--- config.mk ---
export PLATFORM = sky130hd
export DESIGN_NAME = sexpr_stream_parser
export DESIGN_NICKNAME = d
export VERILOG_FILES = /design/src/hdl/sxp_pkg.sv /design/src/hdl/sxp_ram.sv /design/src/hdl/sxp_core.sv /design/src/hdl/sxp_out_fifo.sv /design/src/hdl/sexpr_stream_parser.sv
export VERILOG_INCLUDE_DIRS = /design/src /design/src/hdl
export SDC_FILE = /design/constraint.sdc
export NUM_CORES = 2
export LEC_CHECK = 0
export BUFFER_PORTS_ARGS = -buffer_cell sky130_fd_sc_hd__buf_2
export CORE_MARGIN = 4
export CORE_UTILIZATION = 57
export CTS_CLUSTER_SIZE = 8
export DETAILED_ROUTE_END_ITERATION = 8
export MAX_ROUTING_LAYER = met4
export PLACE_DENSITY = 0.76
export SKIP_CTS_REPAIR_TIMING = 1
export SLEW_MARGIN = 20
export SYNTH_ARGS = -nofsm -noshare
export SYNTH_HDL_FRONTEND = slang
export SYNTH_SLANG_ARGS = --single-unit
--- constraint.sdc ---
create_clock -name clk -period 6.1 [get_ports clk]
set_input_delay 0.61 -clock clk [delete_from_list [all_inputs] [get_ports clk]]
set_output_delay 0.61 -clock clk [all_outputs]
set_load 0.01 [all_outputs]
--- src/hdl/sexpr_stream_parser_macros.svh ---
// ----------------------------------------------------------------------------
// Assertion macros for the s-expression stream parser
// Concurrent checks clocked on clk, off while rst_n is low; empty in synthesis.
// ----------------------------------------------------------------------------
`ifndef SEXPR_STREAM_PARSER_MACROS_SVH
`define SEXPR_STREAM_PARSER_MACROS_SVH

`ifndef SYNTHESIS

`define SXP_ASSERT(lbl, expr) \
    lbl: assert property (@(posedge clk) disable iff (!rst_n) (expr)) \
        else $error("sxp assertion failed");

`define SXP_ASSERT_IMP(lbl, ante, cons) \
    lbl: assert property (@(posedge clk) disable iff (!rst_n) (ante) |-> (cons)) \
        else $error("sxp assertion failed");

`define SXP_ASSERT_NEXT(lbl, ante, cons) \
    lbl: assert property (@(posedge clk) disable iff (!rst_n) (ante) |=> (cons)) \
        else $error("sxp assertion failed");

`else

`define SXP_ASSERT(lbl, expr)
`define SXP_ASSERT_IMP(lbl, ante, cons)
`define SXP_ASSERT_NEXT(lbl, ante, cons)

`endif

`endif

--- src/hdl/sxp_pkg.sv ---
// ----------------------------------------------------------------------------
// sxp_pkg
// Shared constants, codes and record types of the s-expression stream parser.
// ----------------------------------------------------------------------------
`default_nettype none

package sxp_pkg;

    localparam int MAX_DEPTH  = 32;
    localparam int DEPTH_W    = $clog2(MAX_DEPTH + 1);
    localparam int STACK_AW   = $clog2(MAX_DEPTH);
    localparam int STACK_W    = 32;

    localparam logic [15:0] ITEM_LIMIT   = 16'd65535;
    localparam logic [15:0] NONE_ID      = 16'hFFFF;
    localparam logic [15:0] OFFSET_LIMIT = 16'd65534;

    localparam int FIFO_DEPTH = 4;
    localparam int FIFO_AW    = $clog2(FIFO_DEPTH);
    localparam int FIFO_CW    = $clog2(FIFO_DEPTH + 1);

    typedef enum logic [1:0] {
        KIND_LIST  = 2'd0,
        KIND_ATOM  = 2'd1,
        KIND_DONE  = 2'd2,
        KIND_ERROR = 2'd3
    } kind_t;

    typedef enum logic [3:0] {
        ERR_NONE          = 4'd0,
        ERR_TOO_DEEP      = 4'd1,
        ERR_SECOND_TOP    = 4'd2,
        ERR_TOO_MANY      = 4'd3,
        ERR_STRAY_CLOSE   = 4'd4,
        ERR_TOP_ATOM      = 4'd5,
        ERR_MISSING_QUOTE = 4'd6,
        ERR_STRAY_QUOTE   = 4'd7,
        ERR_MISSING_CLOSE = 4'd8,
        ERR_TOO_LONG      = 4'd9
    } err_t;

    typedef enum logic [1:0] {
        MODE_BETWEEN  = 2'd0,
        MODE_BARE     = 2'd1,
        MODE_QUOTED   = 2'd2,
        MODE_FINISHED = 2'd3
    } mode_t;

    typedef struct packed {
        logic [15:0] item;
        logic [15:0] last;
    } stack_entry_t;

    typedef struct packed {
        kind_t       kind;
        logic [15:0] item;
        logic [15:0] parent;
        logic [15:0] prev;
        logic [15:0] span_start;
        logic [15:0] span_end;
        err_t        error_code;
        logic [15:0] error_offset;
        logic        last;
    } record_t;

    // up to two records per input word, first goes out first
    typedef struct packed {
        logic [1:0] num;
        record_t    first;
        record_t    second;
    } rec_push_t;

endpackage

`default_nettype wire

--- src/hdl/sxp_ram.sv ---
// ----------------------------------------------------------------------------
// sxp_ram
// Generic single-write, single-read RAM with registered read data.
// ----------------------------------------------------------------------------
`default_nettype none

module sxp_ram #(
    parameter int WIDTH = 32,
    parameter int DEPTH = 32
) (
    input  wire logic                     clk,
    input  wire logic                     wr_en,
    input  wire logic [$clog2(DEPTH)-1:0] wr_addr,
    input  wire logic [WIDTH-1:0]         wr_data,
    input  wire logic [$clog2(DEPTH)-1:0] rd_addr,
    output logic      [WIDTH-1:0]         rd_data
);

    logic [WIDTH-1:0] mem_reg [DEPTH];

    always_ff @(posedge clk)
    begin
        if (wr_en)
        begin
            mem_reg[wr_addr] <= wr_data;
        end
        rd_data <= mem_reg[rd_addr];
    end

endmodule

`default_nettype wire

--- src/hdl/sxp_core.sv ---
// ----------------------------------------------------------------------------
// sxp_core
// Lexer and list stack: one input word per step, up to two records out.
// ----------------------------------------------------------------------------
`default_nettype none
`include "sexpr_stream_parser_macros.svh"

module sxp_core (
    input  wire logic              clk,
    input  wire logic              rst_n,
    input  wire logic              step,
    input  wire logic              step_action,
    input  wire logic [7:0]        step_byte,
    output sxp_pkg::rec_push_t     push
);

    localparam logic [7:0] CH_LPAREN = 8'h28;
    localparam logic [7:0] CH_RPAREN = 8'h29;
    localparam logic [7:0] CH_QUOTE  = 8'h22;

    localparam int DW = sxp_pkg::DEPTH_W;
    localparam int AW = sxp_pkg::STACK_AW;

    function automatic logic is_space(input logic [7:0] c);
        return (c == 8'd32) || ((c >= 8'd9) && (c <= 8'd13));
    endfunction

    sxp_pkg::mode_t         mode_reg, mode_next;
    logic [DW-1:0]          depth_reg, depth_next;
    logic [15:0]            top_item_reg, top_item_next;
    logic [15:0]            top_last_reg, top_last_next;
    logic [15:0]            item_count_reg, item_count_next;
    logic [15:0]            offset_reg, offset_next;
    logic [15:0]            atom_item_reg, atom_item_next;
    logic [15:0]            atom_begin_reg, atom_begin_next;
    logic                   byp_sel_reg, byp_sel_next;
    sxp_pkg::stack_entry_t  byp_reg, byp_next;

    sxp_pkg::stack_entry_t  ram_rdata;
    sxp_pkg::stack_entry_t  second;
    sxp_pkg::stack_entry_t  wr_entry;
    logic [AW-1:0]          wr_addr;
    logic [AW-1:0]          rd_addr;

    logic                   close_atom;
    logic                   open_list;
    logic                   pop_list;
    logic                   start_atom;
    logic                   start_quoted;
    logic                   advance;
    logic                   finish_ok;
    logic                   scan;
    sxp_pkg::err_t          err_code;
    logic                   is_err;
    logic                   at_root;
    logic                   at_max;
    logic                   items_full;
    logic [15:0]            last_after;

    sxp_pkg::record_t       rec_atom;
    sxp_pkg::record_t       rec_tail;
    logic                   tail_valid;

    assign at_root    = (depth_reg == DW'(1));
    assign at_max     = (depth_reg >= DW'(sxp_pkg::MAX_DEPTH));
    assign items_full = (item_count_reg >= sxp_pkg::ITEM_LIMIT);
    assign last_after = close_atom ? atom_item_reg : top_last_reg;
    assign is_err     = (err_code != sxp_pkg::ERR_NONE);
    assign second     = byp_sel_reg ? byp_reg : ram_rdata;

    // decode of one word
    always_comb
    begin
        close_atom   = 1'b0;
        open_list    = 1'b0;
        pop_list     = 1'b0;
        start_atom   = 1'b0;
        start_quoted = 1'b0;
        advance      = 1'b0;
        finish_ok    = 1'b0;
        scan         = 1'b0;
        err_code     = sxp_pkg::ERR_NONE;
        if (step && (mode_reg != sxp_pkg::MODE_FINISHED))
        begin
            if (step_action)
            begin
                if (mode_reg == sxp_pkg::MODE_QUOTED)
                begin
                    err_code = sxp_pkg::ERR_MISSING_QUOTE;
                end
                else
                begin
                    close_atom = (mode_reg == sxp_pkg::MODE_BARE);
                    if (!at_root)
                    begin
                        err_code = sxp_pkg::ERR_MISSING_CLOSE;
                    end
                    else
                    begin
                        finish_ok = 1'b1;
                    end
                end
            end
            else if (offset_reg >= sxp_pkg::OFFSET_LIMIT)
            begin
                err_code = sxp_pkg::ERR_TOO_LONG;
            end
            else
            begin
                advance = 1'b1;
                unique case (mode_reg)
                    sxp_pkg::MODE_QUOTED:
                    begin
                        close_atom = (step_byte == CH_QUOTE);
                    end
                    sxp_pkg::MODE_BARE:
                    begin
                        if (step_byte == CH_QUOTE)
                        begin
                            err_code = sxp_pkg::ERR_STRAY_QUOTE;
                        end
                        else if (is_space(step_byte))
                        begin
                            close_atom = 1'b1;
                        end
                        else if ((step_byte == CH_LPAREN) || (step_byte == CH_RPAREN))
                        begin
                            close_atom = 1'b1;
                            scan       = 1'b1;
                        end
                    end
                    sxp_pkg::MODE_BETWEEN:
                    begin
                        scan = 1'b1;
                    end
                    sxp_pkg::MODE_FINISHED:
                    begin
                        scan = 1'b0;
                    end
                endcase

                if (scan && !is_space(step_byte))
                begin
                    if (step_byte == CH_LPAREN)
                    begin
                        if (at_max)
                        begin
                            err_code = sxp_pkg::ERR_TOO_DEEP;
                        end
                        else if (at_root && (last_after != sxp_pkg::NONE_ID))
                        begin
                            err_code = sxp_pkg::ERR_SECOND_TOP;
                        end
                        else if (items_full)
                        begin
                            err_code = sxp_pkg::ERR_TOO_MANY;
                        end
                        else
                        begin
                            open_list = 1'b1;
                        end
                    end
                    else if (step_byte == CH_RPAREN)
                    begin
                        if (at_root)
                        begin
                            err_code = sxp_pkg::ERR_STRAY_CLOSE;
                        end
                        else
                        begin
                            pop_list = 1'b1;
                        end
                    end
                    else if (at_root)
                    begin
                        err_code = sxp_pkg::ERR_TOP_ATOM;
                    end
                    else if (items_full)
                    begin
                        err_code = sxp_pkg::ERR_TOO_MANY;
                    end
                    else
                    begin
                        start_atom   = 1'b1;
                        start_quoted = (step_byte == CH_QUOTE);
                    end
                end
            end
        end
    end

    // next state
    always_comb
    begin
        mode_next       = mode_reg;
        depth_next      = depth_reg;
        top_item_next   = top_item_reg;
        top_last_next   = top_last_reg;
        item_count_next = item_count_reg;
        offset_next     = offset_reg;
        atom_item_next  = atom_item_reg;
        atom_begin_next = atom_begin_reg;

        if (is_err || finish_ok)
        begin
            mode_next = sxp_pkg::MODE_FINISHED;
        end
        else if (start_atom)
        begin
            mode_next = start_quoted ? sxp_pkg::MODE_QUOTED : sxp_pkg::MODE_BARE;
        end
        else if (close_atom)
        begin
            mode_next = sxp_pkg::MODE_BETWEEN;
        end

        if (open_list)
        begin
            depth_next    = depth_reg + DW'(1);
            top_item_next = item_count_reg;
            top_last_next = sxp_pkg::NONE_ID;
        end
        else if (pop_list)
        begin
            depth_next    = depth_reg - DW'(1);
            top_item_next = second.item;
            top_last_next = second.last;
        end
        else if (close_atom)
        begin
            top_last_next = atom_item_reg;
        end

        if (open_list || start_atom)
        begin
            item_count_next = item_count_reg + 16'd1;
        end

        if (start_atom)
        begin
            atom_item_next  = item_count_reg;
            atom_begin_next = start_quoted ? (offset_reg + 16'd1) : offset_reg;
        end

        if (advance)
        begin
            offset_next = offset_reg + 16'd1;
        end
    end

    // stack memory holds every open entry below the top
    assign wr_entry.item = top_item_reg;
    assign wr_entry.last = item_count_reg;
    assign wr_addr       = AW'(depth_reg - DW'(1));
    assign rd_addr       = AW'(depth_next - DW'(2));
    assign byp_sel_next  = open_list;
    assign byp_next      = wr_entry;

    sxp_ram #(
        .WIDTH (sxp_pkg::STACK_W),
        .DEPTH (sxp_pkg::MAX_DEPTH)
    ) u_stack (
        .clk     (clk),
        .wr_en   (open_list),
        .wr_addr (wr_addr),
        .wr_data (wr_entry),
        .rd_addr (rd_addr),
        .rd_data (ram_rdata)
    );

    // records
    always_comb
    begin
        rec_atom            = '0;
        rec_atom.kind       = sxp_pkg::KIND_ATOM;
        rec_atom.item       = atom_item_reg;
        rec_atom.parent     = top_item_reg;
        rec_atom.prev       = top_last_reg;
        rec_atom.span_start = atom_begin_reg;
        rec_atom.span_end   = offset_reg;
        rec_atom.error_code = sxp_pkg::ERR_NONE;

        rec_tail            = '0;
        rec_tail.prev       = sxp_pkg::NONE_ID;
        rec_tail.error_code = sxp_pkg::ERR_NONE;
        rec_tail.last       = 1'b1;
        if (is_err)
        begin
            rec_tail.kind         = sxp_pkg::KIND_ERROR;
            rec_tail.error_code   = err_code;
            rec_tail.error_offset = offset_reg;
        end
        else if (finish_ok)
        begin
            rec_tail.kind = sxp_pkg::KIND_DONE;
        end
        else
        begin
            rec_tail.kind       = sxp_pkg::KIND_LIST;
            rec_tail.item       = item_count_reg;
            rec_tail.parent     = top_item_reg;
            rec_tail.prev       = last_after;
            rec_tail.span_start = offset_reg;
        end

        tail_valid    = is_err || finish_ok || open_list;
        rec_atom.last = !tail_valid;

        push.num    = {1'b0, close_atom} + {1'b0, tail_valid};
        push.first  = close_atom ? rec_atom : rec_tail;
        push.second = rec_tail;
    end

    always_ff @(posedge clk or negedge rst_n)
    begin
        if (!rst_n)
        begin
            mode_reg       <= sxp_pkg::MODE_BETWEEN;
            depth_reg      <= DW'(1);
            top_item_reg   <= 16'd0;
            top_last_reg   <= sxp_pkg::NONE_ID;
            item_count_reg <= 16'd1;
            offset_reg     <= 16'd0;
            atom_item_reg  <= 16'd0;
            atom_begin_reg <= 16'd0;
            byp_sel_reg    <= 1'b0;
        end
        else
        begin
            mode_reg       <= mode_next;
            depth_reg      <= depth_next;
            top_item_reg   <= top_item_next;
            top_last_reg   <= top_last_next;
            item_count_reg <= item_count_next;
            offset_reg     <= offset_next;
            atom_item_reg  <= atom_item_next;
            atom_begin_reg <= atom_begin_next;
            byp_sel_reg    <= byp_sel_next;
        end
    end

    always_ff @(posedge clk)
    begin
        byp_reg <= byp_next;
    end

    `SXP_ASSERT(core_depth_range, (depth_reg != '0) && (depth_reg <= DW'(sxp_pkg::MAX_DEPTH)))
    `SXP_ASSERT(core_count_ahead, item_count_reg > top_item_reg)
    `SXP_ASSERT_NEXT(core_finished_sticks, mode_reg == sxp_pkg::MODE_FINISHED, mode_reg == sxp_pkg::MODE_FINISHED)
    `SXP_ASSERT_NEXT(core_push_bypass, open_list, byp_sel_reg && (depth_reg == $past(depth_reg) + DW'(1)))

endmodule

`default_nettype wire

--- src/hdl/sxp_out_fifo.sv ---
// ----------------------------------------------------------------------------
// sxp_out_fifo
// Small record queue: takes up to two records a cycle, hands out one when head_take is high.
// ----------------------------------------------------------------------------
`default_nettype none
`include "sexpr_stream_parser_macros.svh"

module sxp_out_fifo (
    input  wire logic               clk,
    input  wire logic               rst_n,
    input  wire sxp_pkg::rec_push_t push,
    output logic                    space_ok,
    output logic                    head_valid,
    input  wire logic               head_take,
    output sxp_pkg::record_t        head
);

    localparam int AW = sxp_pkg::FIFO_AW;
    localparam int CW = sxp_pkg::FIFO_CW;

    sxp_pkg::record_t  fifo_reg [sxp_pkg::FIFO_DEPTH];
    logic [AW-1:0]     wr_ptr_reg, wr_ptr_next;
    logic [AW-1:0]     rd_ptr_reg, rd_ptr_next;
    logic [CW-1:0]     count_reg, count_next;
    logic              pop;
    logic [AW-1:0]     wr_ptr_plus1;

    assign head_valid   = (count_reg != '0);
    assign head         = fifo_reg[rd_ptr_reg];
    assign space_ok     = (count_reg <= CW'(sxp_pkg::FIFO_DEPTH - 2));
    assign pop          = head_valid && head_take;
    assign wr_ptr_plus1 = wr_ptr_reg + AW'(1);

    always_comb
    begin
        wr_ptr_next = wr_ptr_reg + AW'(push.num);
        rd_ptr_next = pop ? (rd_ptr_reg + AW'(1)) : rd_ptr_reg;
        count_next  = count_reg + CW'(push.num) - CW'(pop);
    end

    always_ff @(posedge clk)
    begin
        if (push.num != 2'd0)
        begin
            fifo_reg[wr_ptr_reg] <= push.first;
        end
        if (push.num == 2'd2)
        begin
            fifo_reg[wr_ptr_plus1] <= push.second;
        end
    end

    always_ff @(posedge clk or negedge rst_n)
    begin
        if (!rst_n)
        begin
            wr_ptr_reg <= '0;
            rd_ptr_reg <= '0;
            count_reg  <= '0;
        end
        else
        begin
            wr_ptr_reg <= wr_ptr_next;
            rd_ptr_reg <= rd_ptr_next;
            count_reg  <= count_next;
        end
    end

    `SXP_ASSERT(fifo_count_bound, count_reg <= CW'(sxp_pkg::FIFO_DEPTH))
    `SXP_ASSERT_IMP(fifo_no_overflow, push.num != 2'd0, count_reg <= CW'(sxp_pkg::FIFO_DEPTH - 2))
    `SXP_ASSERT(fifo_ptr_track, wr_ptr_reg == AW'(rd_ptr_reg + AW'(count_reg)))

endmodule

`default_nettype wire

--- src/hdl/sexpr_stream_parser.sv ---
// ----------------------------------------------------------------------------
// sexpr_stream_parser
// A taken word is held in an input register until it steps the core; its
// records go into the record queue, whose head is offered on out_valid.
// Throughput: one word per cycle; a word can make two records (atom plus list,
// error or done), and the input stalls while the queue holds three or more.
// Reset: asynchronous, active low; parser returns to the root list at offset 0.
// ----------------------------------------------------------------------------
`default_nettype none

module sexpr_stream_parser (
    input  wire logic        clk,
    input  wire logic        rst_n,
    input  wire logic        in_valid,
    output logic             in_stall,
    input  wire logic        action,
    input  wire logic [7:0]  text_byte,
    output logic             out_valid,
    input  wire logic        out_stall,
    output logic [1:0]       record_kind,
    output logic [15:0]      item_index,
    output logic [15:0]      parent_item,
    output logic [15:0]      prev_sibling,
    output logic [15:0]      span_start,
    output logic [15:0]      span_end,
    output logic [3:0]       error_code,
    output logic [15:0]      error_offset,
    output logic             last_result
);

    logic               in_valid_reg, in_valid_next;
    logic               in_action_reg;
    logic [7:0]         in_byte_reg;
    logic               space_ok;
    logic               step;
    logic               accept;
    sxp_pkg::rec_push_t push;
    sxp_pkg::record_t   head;

    assign step     = in_valid_reg && space_ok;
    assign in_stall = in_valid_reg && !space_ok;
    assign accept   = in_valid && !in_stall;

    always_comb
    begin
        if (accept)
        begin
            in_valid_next = 1'b1;
        end
        else if (step)
        begin
            in_valid_next = 1'b0;
        end
        else
        begin
            in_valid_next = in_valid_reg;
        end
    end

    always_ff @(posedge clk or negedge rst_n)
    begin
        if (!rst_n)
        begin
            in_valid_reg <= 1'b0;
        end
        else
        begin
            in_valid_reg <= in_valid_next;
        end
    end

    always_ff @(posedge clk)
    begin
        if (accept)
        begin
            in_action_reg <= action;
            in_byte_reg   <= text_byte;
        end
    end

    sxp_core u_core (
        .clk         (clk),
        .rst_n       (rst_n),
        .step        (step),
        .step_action (in_action_reg),
        .step_byte   (in_byte_reg),
        .push        (push)
    );

    sxp_out_fifo u_fifo (
        .clk        (clk),
        .rst_n      (rst_n),
        .push       (push),
        .space_ok   (space_ok),
        .head_valid (out_valid),
        .head_take  (!out_stall),
        .head       (head)
    );

    assign record_kind  = head.kind;
    assign item_index   = head.item;
    assign parent_item  = head.parent;
    assign prev_sibling = head.prev;
    assign span_start   = head.span_start;
    assign span_end     = head.span_end;
    assign error_code   = head.error_code;
    assign error_offset = head.error_offset;
    assign last_result  = head.last;

endmodule

`default_nettype wire
# --- After elaboration in Yosys (flattened, before gate mapping) ---
# Memory sizes are Yosys's and may differ from the RTL's. A register that Yosys moved wholly into a read port is not among the register bits.
# Cells that the tools add are included.
totals:
  ff_bits: 154
  mem_bits_rw: 1436
  input_bits: 13
  output_inout_bits: 105
  word_cells: 164
  n_memories: 2
mem_list:
  columns: ["name", "depth", "width", "rd", "rd_clocked_by_memory_dff", "write_ports", "line", "text"]
  rows:
  - ["u_core.u_stack.mem_reg", 32, 32, 1, 1, 1, "sxp_ram.sv:19", "logic [WIDTH-1:0] mem_reg [DEPTH];"]
  - ["u_fifo.fifo_reg", 4, 103, 1, 0, 2, "sxp_out_fifo.sv:21", "sxp_pkg::record_t fifo_reg [sxp_pkg::FIFO_DEPTH];"]
op_classes:
  add_sub_neg: 11
  order_cmp: 6
  n_eq_ne: 10
  n_mux: 93
  n_reduce_logical: 25
op_table:
  columns: ["operator", "count"]
  rows:
  - ["$mux W64", 2]
  - ["$mux W103", 1]
  - ["$mux W16", 6]
  - ["$mux W1", 57]
  - ["$mux W4", 14]
  - ["$add A16 B1 Y16 const B", 2]
  - ["$eq A8 B6 Y1 const B", 4]
  - ["$ge A16 B16 Y1 const B", 2]
  - ["$mux W32", 1]
  - ["$mux W20", 1]
  - ["$ne A16 B16 Y1 const B", 1]
  - ["$mux W2", 6]
  - ["$mux W6", 2]
  - ["$ge A8 B4 Y1 const B", 1]
  - ["$le A8 B4 Y1 const B", 1]
  - ["$logic_and A1 B1 Y1", 8]
  - ["$add A6 B1 Y6 const B", 1]
  - ["$eq A6 B1 Y1 const B", 1]
  - ["$ge A6 B6 Y1 const B", 1]
  - ["$reduce_bool A2 Y1", 3]
  - ["$reduce_bool A3 Y1", 2]
  - ["$sub A6 B1 Y6 const B", 1]
  - ["$logic_not A1 Y1", 5]
  - ["$logic_or A1 B1 Y1", 5]
  - ["other kinds (14)", 17]

# --- Longest topological paths before layout ---
depth:
  ltp_word: 26
  mapped_depth: 24
  mapped_depth_nobuf: 21

# --- By module ---
# From an unflattened synthesis, not the netlist that was laid out.
unflattened:
  hier_cells: 4321
  hier_area_um2: 70002.1
modules_own_cells:
  columns: ["mod", "instances", "cells_each", "area_each_um2", "seq_area_each_um2"]
  rows:
  - ["sxp_ram", 1, 2260, 40492.6, 31390.1]
  - ["sxp_out_fifo", 1, 1037, 20551.0, 12547.0]
  - ["sxp_core", 1, 1008, 8620.8, 3290.7]
  - ["sexpr_stream_parser", 1, 16, 337.8, 295.3]

# --- Least setup slack after synthesis ---
# No wires, ideal clock.
synth_timing:
  kind: "reg2reg"
  startpoint: "reg u_core.offset_reg[0]"
  endpoint: "mem u_fifo.fifo_reg[3][75] (netlist bit) (data pin)"
  setup_time_ns: 0.141
  arrival_ns: 6.462
  t_required_ns: 5.959
  slack_ns: -0.503
  stages_incl_launch_ff: 25
  path_buffers: 3
  period_less_slack_ns: 6.603
  cell_sequence: "dfrtp_1 clkbuf_1 clkinv_1 ha_1 o211ai_2 nor4_4 o32ai_1 nand3_2 a21oi_4 a2111oi_4 o211ai_1 a21oi_1 and2_1 buf_6 nand2_1 inv_1 ha_1 inv_1 nand2_1 nand2_1 nand2_1 inv_1 a21oi_1 clkbuf_1 nor2b_1"
synth_lines:
  columns: ["item", "line", "text"]
  rows:
  - ["from (decl)", "sxp_core.sv:33", "logic [15:0] offset_reg, offset_next;"]
  - ["from (signal assigned)", "sxp_core.sv:335", "offset_reg <= offset_next;"]
  - ["to (decl)", "sxp_out_fifo.sv:21", null]

==> results_dict.tcl <==
set metrics [dict create \
    synth-main-ff-cell "sky130_fd_sc_hd__edfxtp_1" \
    num_rows 124 \
    worst_ep_required_time_ns 6.78 \
    pin_count_of_the_biggest_net_entering_global_routing 184 \
    startpoint_type "register" \
    hold_violations 0 \
    worst_hold_path.num_cells 1 \
    clock_tree.buffer_depth 3 \
    status "completed" \
    dr_total_vias 43157 \
    clock_sink_count 1622 \
    floorplan.initialDensity_pct 57.7 \
    fp.dieArea_sq_mm 0.122 \
    hold_ws_ns 0.0696 \
    clock_skew_ns 0.0872 \
    wire_length_of_the_first_global_routing_pass_mm 265 \
    ir_worst_vdd_mv 0.379 \
    initial_antenna_violation_count 1 \
    synth-seq-area-share_pct 70.7 \
    netlist-cell-type-count 82 \
    io-pin-count 118 \
    avgRoutedWirePerCell_um 26.8 \
    chipWidth_um 349 \
    chipHeight_um 349 \
    num-nets-final 4975 \
    critical_path.max_fanout 17 \
    min_period_ns 5.61 \
    hold_path.class "primary input to register" \
    cts.htree.levels 4 \
    design.core.area_sq_mm 0.115 \
    yosys_warnings 0 \
    criticalPathCategory "register to register" \
    power_per_unit_of_standard_cell_area_mw_per_mm2 355 \
    diodes 0 \
    post-route-worst-setup-slack_ns 0.490 \
    post_placement_cell_count 6224 \
    grt_pass1_vias 42698 \
    maxClockFrequency_mhz 178 \
    flow.area_growth_from_synthesis_pct 14.0 \
    leakage_power_uw 0.0269 \
    worst_setup_hold_path_clk_slew_ns 0.05 \
    globalplace.congestion 0.845 \
    mappedNetlistNets 4834 \
    post_synth_inst_count 4798 \
    clock-root-buffer "sky130_fd_sc_hd__clkbuf_16" \
    async_reset_ff_share_pct 6.97 \
    cts-buffers-inserted 220 \
    cp_data_arrival_time_ns 6.29 \
    slew-limit-headroom_pct 27.1 \
    drt_iter0_drc 6013 \
    max-cap-violations 0 \
    antenna_left 0 \
    cts_tree "built" \
    most_common_cell_after_layout_fill_and_taps_aside "sky130_fd_sc_hd__edfxtp_1" \
    setup_violating_endpoint_count_in_the_final_report 0 \
    routed_wirelength_mm 178 \
    gr-total-overflow 0 \
    postSynthRegisterBits 1622 \
    rr_worst_depth 18 \
    io_buffers 117 \
    detailedPlacementHpwl_mm 97.5 \
    firstDrtPassIters 6 \
    post_route_cells_drive_above_1_share_pct 15.8 \
    final.period_utilization_pct 92.0 \
    mappedNetlistArea_sq_mm 0.0662 \
    layout.cells.most_common_list "sky130_fd_sc_hd__edfxtp_1 (1377), sky130_fd_sc_hd__nand2_1 (1032), sky130_fd_sc_hd__nand3_1 (422), sky130_fd_sc_hd__a22o_1 (221), sky130_fd_sc_hd__clkbuf_16 (221)" \
    avgSynthCellArea_sq_um 13.8 \
    detail_route.drc_violations 0 \
    clock_insertion_delay_worst_skew_ns 0.85 \
    synth_edf_count 1377 \
    preCtsSetupSlack_ns 0.244 \
    tightest_slew_ns 1.09 \
    totalNegativeSetupSlack_ns 0 \
    finalNonFillerCells 6643 \
    rsz0062_at_grt "false" \
    slew_viol_final 0 \
    crit_path_end_kind "register" \
    global_route.usage.total_pct 29.9 \
    via_per_inst 6.50 \
    largest_register_ffs 1024 \
]
per-stage QoR:
step,area (sq um),power [uW],utilization [%]
6_report,75500,26800,65.8
5_1_grt,75500,27600,65.8
4_1_cts,75400,26900,65.7
3_5_place_dp,68900,15600,60.0
3_3_place_gp,68900,15500,60.0
2_1_floorplan,66300,14400,-
layout make-up:
class	count	area, sq um
Multi-Input combinational cell	2779	17900
Fill cell	7710	39300
Clock buffer	400	6200
Timing Repair Buffer	283	2210
Clock inverter	14	307
Sequential cell	1622	46900
Tap cell	1512	1890
Inverter	33	151
cell families (layout without fill, tap and decap cells):
group,after synthesis,after routing,synth area share [%]
AO/OA/AOI/OAI,554,554,6.70
XOR/XNOR,56,56,0.763
adder cells (fa/ha/maj),23,23,0.446
buffers and inverters,397,730,2.66
flip-flops,1622,1622,70.7
multiplexers,221,221,5.36
AND/OR/NAND/NOR,1925,1925,13.4
worst max-delay path, stage by stage, from the launching register on:
cell	delay (ns)
sky130_fd_sc_hd__dfrtp_1	0.79
sky130_fd_sc_hd__nand4_4	0.26
sky130_fd_sc_hd__nor4_4	0.68
sky130_fd_sc_hd__o32ai_1	0.25
sky130_fd_sc_hd__and4_4	0.26
sky130_fd_sc_hd__a21oi_4	0.24
sky130_fd_sc_hd__a2111oi_4	0.15
sky130_fd_sc_hd__o211ai_1	0.25
sky130_fd_sc_hd__a21oi_1	0.10
sky130_fd_sc_hd__and2_1	0.19
sky130_fd_sc_hd__nand2_1	0.13
sky130_fd_sc_hd__ha_1	0.34
sky130_fd_sc_hd__inv_1	0.12
sky130_fd_sc_hd__nor2_1	0.19
sky130_fd_sc_hd__a21oi_1	0.07
sky130_fd_sc_hd__nand2b_1	0.22
sky130_fd_sc_hd__buf_4	0.23
sky130_fd_sc_hd__nor2_1	0.74
sky130_fd_sc_hd__and2_1	0.24
cell usage after synthesis (28+ instances only):
cell type	number	share of area, %
sky130_fd_sc_hd__nor2b_1	70	0.66
sky130_fd_sc_hd__a22o_1	221	2.9
sky130_fd_sc_hd__mux4_2	103	3.5
sky130_fd_sc_hd__and3_1	31	0.29
sky130_fd_sc_hd__inv_1	28	0.16
sky130_fd_sc_hd__nand3_1	422	3.2
sky130_fd_sc_hd__a32oi_1	65	0.86
sky130_fd_sc_hd__a21oi_1	36	0.27
sky130_fd_sc_hd__xnor2_1	30	0.40
sky130_fd_sc_hd__o21ai_0	55	0.42
sky130_fd_sc_hd__dfxtp_1	132	4.0
sky130_fd_sc_hd__dfrtp_1	95	3.6
sky130_fd_sc_hd__and2_1	70	0.66
sky130_fd_sc_hd__buf_1	33	0.19
sky130_fd_sc_hd__nor3_1	33	0.25
sky130_fd_sc_hd__a221o_1	64	0.97
sky130_fd_sc_hd__nor2_1	103	0.58
sky130_fd_sc_hd__nand2_1	1032	5.8
sky130_fd_sc_hd__a31oi_1	65	0.61
sky130_fd_sc_hd__clkbuf_1	199	1.1
sky130_fd_sc_hd__mux2i_1	83	1.3
sky130_fd_sc_hd__mux2_2	33	0.56
sky130_fd_sc_hd__nand4_1	86	0.81
sky130_fd_sc_hd__buf_2	113	0.85
sky130_fd_sc_hd__edfxtp_1	1377	62
sky130_fd_sc_hd__nor3_2	30	0.45
worst paths after layout:
check,from,endpoint,slack (ns)
setup reg to reg,u_core.offset_reg[7],u_fifo.fifo_reg[3][9],0.49
max in group asynchronous,rst_n,u_core.top_item_reg[13],4.34
hold / removal,text_byte[1],in_byte_reg[1],0.07
hold reg to reg,u_fifo.fifo_reg[2][21],u_fifo.fifo_reg[2][21],0.47
setup / recovery,u_core.offset_reg[7],u_fifo.fifo_reg[3][9],0.49
min in group asynchronous,rst_n,u_core.atom_begin_reg[8],0.38
layer usage:
layer  up-vias  wire [um]  track usage [%]
met5         -          0                -
met4         0       7020             11.7
met3       459      21400             5.83
met2      2997      85200             46.4
met1     21412      64400             39.4
li1      18289          -                -
report_power, final:
part / switching, uW / total (uW) / internal (uW)
combinational: 1650 / 2910 / 1260
sequential: 294 / 12500 / 12200
clock: 4600 / 11400 / 6800
No activity file was read; power rests on OpenSTA's default activity.
